===== src/hdl/dtfs_pkg.sv =====
`timescale 1ns / 1ps

package dtfs_pkg;

    localparam logic [7:0] QUOTE_BYTE  = 8'h22;
    localparam logic [7:0] LF_BYTE     = 8'h0A;
    localparam logic [7:0] CR_BYTE     = 8'h0D;
    localparam logic [7:0] DELIM_RESET = 8'h2C;

    // item kind carried in tuser on the input side
    localparam logic KIND_BYTE = 1'b0;
    localparam logic KIND_EOS  = 1'b1;

    // quote tracking; code 3 is never reached and behaves as outside
    localparam logic [1:0] QM_OUT     = 2'd0;
    localparam logic [1:0] QM_IN      = 2'd1;
    localparam logic [1:0] QM_AFTER_Q = 2'd2;

    typedef enum logic [1:0] {
        EV_CHAR  = 2'd0,
        EV_FIELD = 2'd1,
        EV_ROW   = 2'd2
    } t_event;

    typedef struct packed {
        logic [1:0] quote_mode;
        logic       field_nonempty;
        logic       row_begun;
        logic       after_cr;
    } t_state;

    typedef struct packed {
        logic       valid;
        t_event     ev;
        logic [7:0] char_out;
    } t_result;

endpackage


===== src/hdl/dtfs_step.sv =====
`timescale 1ns / 1ps

module dtfs_step (
    input  dtfs_pkg::t_state  i_state,
    input  logic              i_kind,
    input  logic [7:0]        i_ch,
    input  logic [7:0]        i_delim,
    output dtfs_pkg::t_state  o_state,
    output dtfs_pkg::t_result o_res
);

    dtfs_pkg::t_state n_st;
    dtfs_pkg::t_event ev;
    logic             emit;
    logic             is_quote;
    logic             is_delim;
    logic             is_lf;
    logic             is_cr;

    assign is_quote = (i_ch == dtfs_pkg::QUOTE_BYTE);
    assign is_delim = (i_ch == i_delim);
    assign is_lf    = (i_ch == dtfs_pkg::LF_BYTE);
    assign is_cr    = (i_ch == dtfs_pkg::CR_BYTE);

    always_comb begin
        n_st = i_state;
        emit = 1'b0;
        ev   = dtfs_pkg::EV_CHAR;

        if (i_kind == dtfs_pkg::KIND_EOS) begin
            n_st = '0;
            if (i_state.row_begun) begin
                emit = 1'b1;
                ev   = dtfs_pkg::EV_ROW;
            end
        end else begin
            n_st.after_cr = 1'b0;
            // LF right after a row-ending CR is swallowed
            if (!(i_state.after_cr && is_lf)) begin
                n_st.row_begun = 1'b1;
                case (i_state.quote_mode)
                    dtfs_pkg::QM_IN: begin
                        if (is_quote) begin
                            n_st.quote_mode = dtfs_pkg::QM_AFTER_Q;
                        end else begin
                            emit = 1'b1;
                        end
                    end
                    dtfs_pkg::QM_AFTER_Q: begin
                        emit = 1'b1;
                        if (is_quote) begin
                            n_st.quote_mode = dtfs_pkg::QM_IN;
                        end else begin
                            n_st.quote_mode = dtfs_pkg::QM_OUT;
                            if (is_delim) begin
                                ev = dtfs_pkg::EV_FIELD;
                            end else if (is_lf) begin
                                ev = dtfs_pkg::EV_ROW;
                            end else if (is_cr) begin
                                ev = dtfs_pkg::EV_ROW;
                                n_st.after_cr = 1'b1;
                            end
                        end
                    end
                    default: begin
                        n_st.quote_mode = dtfs_pkg::QM_OUT;
                        if (is_quote && !i_state.field_nonempty) begin
                            n_st.quote_mode = dtfs_pkg::QM_IN;
                        end else begin
                            emit = 1'b1;
                            if (is_delim) begin
                                ev = dtfs_pkg::EV_FIELD;
                            end else if (is_lf) begin
                                ev = dtfs_pkg::EV_ROW;
                            end else if (is_cr) begin
                                ev = dtfs_pkg::EV_ROW;
                                n_st.after_cr = 1'b1;
                            end
                        end
                    end
                endcase
            end
        end

        // side effects of emitting a result
        if (emit) begin
            n_st.field_nonempty = (ev == dtfs_pkg::EV_CHAR);
            if (ev == dtfs_pkg::EV_ROW) begin
                n_st.quote_mode = dtfs_pkg::QM_OUT;
                n_st.row_begun  = 1'b0;
            end
        end
    end

    assign o_state        = n_st;
    assign o_res.valid    = emit;
    assign o_res.ev       = ev;
    assign o_res.char_out = (ev == dtfs_pkg::EV_CHAR) ? i_ch : 8'h00;

endmodule


===== src/hdl/delimited_text_field_splitter.sv =====
`timescale 1ns / 1ps
// A beat accepted into the input register is parsed by the combinational step into the output
// register once that register is free, and its result is then offered from the output register.
// Throughput: one beat per cycle while the output is not stalled; the combinational parser step
// between the input and output registers sets that figure, also for beats that give no result.
// Reset (i_rst_n low, synchronous): both registers empty, parser state cleared, delimiter ','.

module delimited_text_field_splitter (
    input  logic       i_clk,
    input  logic       i_rst_n,
    input  logic       i_cfg_wr_en,
    input  logic [7:0] i_cfg_wr_data,
    input  logic       i_s_axis_tvalid,
    output logic       o_s_axis_tready,
    input  logic [7:0] i_s_axis_tdata,   // [7:0] ch
    input  logic       i_s_axis_tuser,   // [0] kind
    output logic       o_m_axis_tvalid,
    input  logic       i_m_axis_tready,
    output logic [7:0] o_m_axis_tdata,   // [7:0] char_out
    output logic [1:0] o_m_axis_tuser    // [1:0] event_res
);

    logic              r_in_valid;
    logic              r_in_kind;
    logic [7:0]        r_in_ch;
    logic [7:0]        r_delim;
    dtfs_pkg::t_state  r_state;
    dtfs_pkg::t_state  n_state;
    dtfs_pkg::t_result step_res;
    logic              r_out_valid;
    logic [1:0]        r_out_ev;
    logic [7:0]        r_out_ch;
    logic              out_free;
    logic              s1_adv;

    assign out_free        = !r_out_valid || i_m_axis_tready;
    assign s1_adv          = r_in_valid && out_free;
    assign o_s_axis_tready = !r_in_valid || out_free;

    dtfs_step u_step (
        .i_state (r_state),
        .i_kind  (r_in_kind),
        .i_ch    (r_in_ch),
        .i_delim (r_delim),
        .o_state (n_state),
        .o_res   (step_res)
    );

    always_ff @(posedge i_clk) begin
        if (!i_rst_n) begin
            r_in_valid  <= 1'b0;
            r_out_valid <= 1'b0;
            r_state     <= '0;
            r_delim     <= dtfs_pkg::DELIM_RESET;
        end else begin
            if (i_cfg_wr_en) begin
                r_delim <= i_cfg_wr_data;
            end
            if (o_s_axis_tready) begin
                r_in_valid <= i_s_axis_tvalid;
            end
            if (s1_adv) begin
                r_state     <= n_state;
                r_out_valid <= step_res.valid;
            end else if (i_m_axis_tready) begin
                r_out_valid <= 1'b0;
            end
        end
    end

    // payload registers
    always_ff @(posedge i_clk) begin
        if (o_s_axis_tready && i_s_axis_tvalid) begin
            r_in_kind <= i_s_axis_tuser;
            r_in_ch   <= i_s_axis_tdata;
        end
        if (s1_adv && step_res.valid) begin
            r_out_ev <= step_res.ev;
            r_out_ch <= step_res.char_out;
        end
    end

    assign o_m_axis_tvalid = r_out_valid;
    assign o_m_axis_tdata  = r_out_ch;
    assign o_m_axis_tuser  = r_out_ev;

    a_row_end_clears_row: assert property (@(posedge i_clk) disable iff (!i_rst_n)
        s1_adv && step_res.valid && step_res.ev == dtfs_pkg::EV_ROW
        |=> !r_state.row_begun && r_state.quote_mode == dtfs_pkg::QM_OUT)
        else $error("row end left row state set");

    a_eos_resets_state: assert property (@(posedge i_clk) disable iff (!i_rst_n)
        s1_adv && r_in_kind == dtfs_pkg::KIND_EOS |=> r_state == '0)
        else $error("end of stream did not clear parser state");

    a_event_char_zero: assert property (@(posedge i_clk) disable iff (!i_rst_n)
        r_out_valid && r_out_ev != dtfs_pkg::EV_CHAR |-> r_out_ch == 8'h00)
        else $error("field or row end carries a nonzero char");

    a_stall_only_when_full: assert property (@(posedge i_clk) disable iff (!i_rst_n)
        !o_s_axis_tready |-> r_in_valid && r_out_valid && !i_m_axis_tready)
        else $error("input stalled while a register was free");

endmodule

===== config.mk =====
export PLATFORM = sky130hd
export DESIGN_NAME = delimited_text_field_splitter
export DESIGN_NICKNAME = d
export VERILOG_FILES = /design/src/hdl/dtfs_pkg.sv /design/src/hdl/dtfs_step.sv /design/src/hdl/delimited_text_field_splitter.sv
export SDC_FILE = /design/constraint.sdc
export NUM_CORES = 1
export LEC_CHECK = 0
export BUFFER_PORTS_ARGS = -buffer_cell sky130_fd_sc_hd__buf_2
export CAP_MARGIN = 20
export CORE_ASPECT_RATIO = 1.4
export CORE_MARGIN = 2
export CORE_UTILIZATION = 35
export DETAILED_ROUTE_END_ITERATION = 8
export GPL_ROUTABILITY_DRIVEN = 0
export PLACE_DENSITY = 0.58
export SLEW_MARGIN = 30
export SYNTH_ARGS = -nofsm -noshare
export SYNTH_HDL_FRONTEND = slang
export SYNTH_SLANG_ARGS = --single-unit

===== constraint.sdc =====
create_clock -name i_clk -period 3.4 [get_ports i_clk]
set_clock_uncertainty 0.05 [all_clocks]
set_input_delay 0.68 -clock i_clk [delete_from_list [all_inputs] [get_ports i_clk]]
set_output_delay 0.68 -clock i_clk [all_outputs]
set_load 0.02 [all_outputs]

==> metrics.txt <==
# TYPE chip_impl_metric gauge
chip_impl_metric{name="slew_headroom",unit=""} 0.674
chip_impl_metric{name="postLayoutCoreUtil",unit=""} 0.429
chip_impl_info{name="grt_setup_unrepaired",value="no"} 1
chip_impl_metric{name="combined_area_of_the_multi_input_logic_cells",unit="um2"} 688
chip_impl_info{name="synth-main-ff-cell",value="sky130_fd_sc_hd__edfxtp_1"} 1
chip_impl_metric{name="fillerInstances",unit=""} 444
chip_impl_info{name="netlist_top_cells_area",value="sky130_fd_sc_hd__edfxtp_1 36%, sky130_fd_sc_hd__dfxtp_1 19%, sky130_fd_sc_hd__mux2i_1 5.7%"} 1
chip_impl_metric{name="grt_overflow_total",unit=""} 0
chip_impl_metric{name="min_delay_path_depth",unit=""} 2
chip_impl_info{name="cpMaxStageDelayCell",value="sky130_fd_sc_hd__a311o_1"} 1
chip_impl_info{name="cts_root_buffer",value="sky130_fd_sc_hd__clkbuf_8"} 1
chip_impl_metric{name="synth_fp_nets",unit=""} 156
chip_impl_metric{name="hold_ws",unit="ns"} 0.435
chip_impl_metric{name="fin_crit",unit="ns"} 2.31
chip_impl_metric{name="synth.ff_latch_count",unit=""} 34
chip_impl_metric{name="final-hold-violation-count",unit=""} 0
chip_impl_metric{name="worstRegToRegCells",unit=""} 7
chip_impl_metric{name="report.final.setup_viol",unit=""} 0
chip_impl_metric{name="num-nets-final",unit=""} 195
chip_impl_metric{name="num_rows",unit=""} 29
chip_impl_metric{name="port_buffers",unit=""} 33
chip_impl_metric{name="clkSinkCount",unit=""} 34
chip_impl_metric{name="ir_worst_vdd",unit="V"} 0.000280
chip_impl_metric{name="post_route_cells_drive_above_1_share",unit=""} 0.279
chip_impl_metric{name="power_leakage",unit="nW"} 0.755
chip_impl_metric{name="worst-slew-pin-transition",unit="ns"} 0.484
chip_impl_metric{name="crit_path_max_fanout",unit=""} 10
chip_impl_info{name="worst_hold_path.endpoint",value="r_state[2]"} 1
chip_impl_metric{name="seq_area_frac_synth",unit=""} 0.549
chip_impl_metric{name="first_global_vias",unit=""} 1121
chip_impl_metric{name="design_area",unit="um2"} 1910
chip_impl_info{name="crit-reg2reg-capture",value="o_m_axis_tuser[1]"} 1
chip_impl_metric{name="postRouteAntennaNets",unit=""} 0
chip_impl_metric{name="worst-endpoint-required",unit="ns"} 3.35
chip_impl_metric{name="area.sequential",unit="um2"} 871
chip_impl_metric{name="syn_area",unit="um2"} 1590
chip_impl_metric{name="wirelength",unit="um"} 3080
chip_impl_metric{name="fmax",unit="MHz"} 433
chip_impl_info{name="timing.hold.worst.start",value="r_state[2]"} 1
chip_impl_metric{name="post-dp-hpwl",unit="um"} 2400
chip_impl_metric{name="globalRouteTotalUtil",unit=""} 0.135
chip_impl_metric{name="cap_viol_max_count",unit=""} 0
chip_impl_metric{name="grt_max_degree",unit=""} 17
chip_impl_metric{name="route.detailed.drc",unit=""} 0
chip_impl_metric{name="async_flop_share",unit=""} 0
chip_impl_metric{name="h-tree-depth",unit=""} 2
chip_impl_metric{name="worstPathArrival",unit="ns"} 2.26
chip_impl_info{name="timing.critical_path.to_type",value="flop"} 1
chip_impl_metric{name="height_of_the_die",unit="um"} 83.6
chip_impl_metric{name="placed_instance_area",unit="um2"} 1830
chip_impl_metric{name="post_synth_inst_count",unit=""} 132
chip_impl_metric{name="drt_pre_antenna_iters",unit=""} 4
chip_impl_metric{name="synth_enable_flop_cells",unit=""} 19
chip_impl_metric{name="syn_avg_cell_area",unit="um2"} 12.0
chip_impl_info{name="start_kind",value="flop"} 1
chip_impl_metric{name="yosysTopAreaCellShare",unit=""} 0.360
chip_impl_info{name="critPathKind",value="flop to flop"} 1
chip_impl_metric{name="rrSetupSlack",unit="ns"} 1.09
chip_impl_metric{name="clk_pin_slew",unit="ns"} 0.07
chip_impl_info{name="tritoncts_clock_tree",value="yes"} 1
chip_impl_info{name="regToRegStartpoint",value="r_state[3]"} 1
chip_impl_metric{name="grt_first_pass_wirelength",unit="um"} 5070
chip_impl_metric{name="min_period_over_period",unit=""} 0.680
chip_impl_metric{name="dr_wl_cell",unit="um"} 13.2
chip_impl_info{name="crit_chain",value="inv_1 > ha_1 > nand2b_1 > a32o_1 > a311o_1 > a21oi_1 > buf_4"} 1
chip_impl_metric{name="final-max-slew-violation-count",unit=""} 0
chip_impl_metric{name="die_w",unit="um"} 60.9
chip_impl_metric{name="max-clock-path-buffers",unit=""} 2
chip_impl_metric{name="detailroute.via_count",unit=""} 1140
chip_impl_metric{name="core_area",unit="um2"} 4460
chip_impl_metric{name="start_util",unit=""} 0.355
chip_impl_metric{name="cts_inserted_buffers",unit=""} 5
chip_impl_metric{name="synth_cell_type_count",unit=""} 35
chip_impl_info{name="status",value="complete, no violations"} 1
chip_impl_info{name="hold_path.class",value="flop to flop"} 1
chip_impl_metric{name="clock_insertion_delay_at_the_later_pin_of_the_skew_report",unit="ns"} 0.29
chip_impl_metric{name="power-per-cell-area",unit="nW/um2"} 440
chip_impl_metric{name="post_cts.repair.setup_buffers",unit=""} 0
chip_impl_metric{name="post_cts_hold_buffer_count",unit=""} 0
chip_impl_metric{name="layout-area-overhead-vs-synth",unit="%"} 20.7
chip_impl_metric{name="die_area",unit="um2"} 5090
chip_impl_metric{name="antenna_found_initial",unit=""} 0
chip_impl_metric{name="io_pins",unit=""} 34
chip_impl_metric{name="vias_per_cell",unit=""} 4.87
chip_impl_metric{name="post_cts.resized_instances",unit=""} 0
chip_impl_metric{name="antennaDiodeCount",unit=""} 0
chip_impl_metric{name="drt_iter0_drc",unit=""} 33
chip_impl_metric{name="timing.setup.tns",unit="ns"} 0
chip_impl_info{name="yosys.area.top_type",value="sky130_fd_sc_hd__edfxtp_1"} 1
chip_impl_metric{name="max_stage_delay",unit="ns"} 0.40
chip_impl_metric{name="ys_warns",unit=""} 0
[layout by cell type, fill, tap and decap left out, drive strengths merged, types with 3 or more instances in the layout]
cell	synthesis	layout
buf	0	34
edfxtp	19	19
dfxtp	15	15
nand2	13	13
nor2b	11	11
and2	9	9
mux2i	9	9
xor2	8	8
inv	5	5
clkbuf	2	5
o21ai	4	4
a21oi	3	3
nor2	3	3
nand3	3	3
nor3	3	3
a31oi	3	3
[power by group]
| group | internal [mW] | switching, mW |
|---|---|---|
| combinational | 0.0388 | 0.0428 |
| clock | 0.140 | 0.150 |
| sequential | 0.455 | 0.0155 |
| total | 0.634 | 0.208 |
[worst max-delay path by stage]
stage	from	end	slack [ns]	depth (start not counted)
global placement	r_state[3]	o_m_axis_tdata[4]	1.20	7
finish	r_state[3]	o_m_axis_tuser[1]	1.09	7
global route	r_state[3]	o_m_axis_tuser[1]	1.04	7
CTS	r_state[3]	o_m_axis_tuser[1]	1.11	7
floorplan	r_state[3]	o_m_axis_tdata[0]	0.94	6
detailed placement	r_state[3]	o_m_axis_tdata[7]	1.12	7
[cell type report]
class                      instances  area share
clock inverter                     3     0.00850
multi-input combinational         91       0.360
inverter                           5     0.00981
sequential                        34       0.455
timing repair buffer              34      0.0903
clock buffer                       5      0.0360
tap                               62      0.0405
[metrics by stage]
| step | setup WS (ns) | power [mW] | std cells |
|---|---|---|---|
| 6_report | 1.09 | 0.842 | 234 |
| 5_1_grt | 1.04 | 0.877 | 234 |
| 4_1_cts | 1.11 | 0.852 | 234 |
| 3_5_place_dp | 1.12 | 0.563 | 226 |
| 3_3_place_gp | 1.20 | 0.560 | 226 |
| 2_1_floorplan | 0.944 | 0.532 | 132 |
[cell families after synthesis]
group                    share of synthesized area
AND/OR/NAND/NOR                              0.185
flip-flops                                   0.549
AO/OA/AOI/OAI                                0.132
multiplexers                                0.0568
XOR/XNOR                                    0.0442
buffers and inverters                       0.0166
adder cells (fa/ha/maj)                     0.0158
[sequential cells by signal (all words and copies together), names as in the netlist]
register / flops
r_in_valid: 1
r_state: 5
o_m_axis_tdata: 8
r_delim: 8
o_m_axis_tvalid: 1
o_m_axis_tuser: 2
r_in_kind: 1
r_in_ch: 8
[per-layer routing]
layer | part of all wire | up-vias | GRT usage | wire length [um]
met5 | 0 | - | 0 | 0
met4 | 0.031 | 0 | 0.0711 | 94
met3 | 0.055 | 12 | 0.0372 | 169
met2 | 0.54 | 43 | 0.237 | 1650
met1 | 0.38 | 527 | 0.139 | 1160
li1 | - | 558 | - | -
[Yosys cell counts (all sizes together), types with 2 or more instances]
| cell | instances |
|---|---|
| edfxtp | 19 |
| dfxtp | 15 |
| nand2 | 13 |
| nor2b | 11 |
| and2 | 9 |
| mux2i | 9 |
| xor2 | 8 |
| inv | 5 |
| o21ai | 4 |
| a21oi | 3 |
| a31oi | 3 |
| nand3 | 3 |
| nor2 | 3 |
| nor3 | 3 |
| a32o | 2 |
| clkbuf | 2 |
| ha | 2 |
| nand2b | 2 |
| nor4 | 2 |
| o21a | 2 |
| o2bb2ai | 2 |
[worst max-delay path, delay by kind of cell, from the launching register on]
| kind | cells | cell delay, ns |
|---|---|---|
| AO/OA/AOI/OAI | 3 | 0.79 |
| flip-flops | 1 | 0.39 |
| adder cells (fa/ha/maj) | 1 | 0.35 |
| buffers and inverters | 2 | 0.28 |
| AND/OR/NAND/NOR | 1 | 0.18 |
No activity file was read; power rests on OpenSTA's default activity.
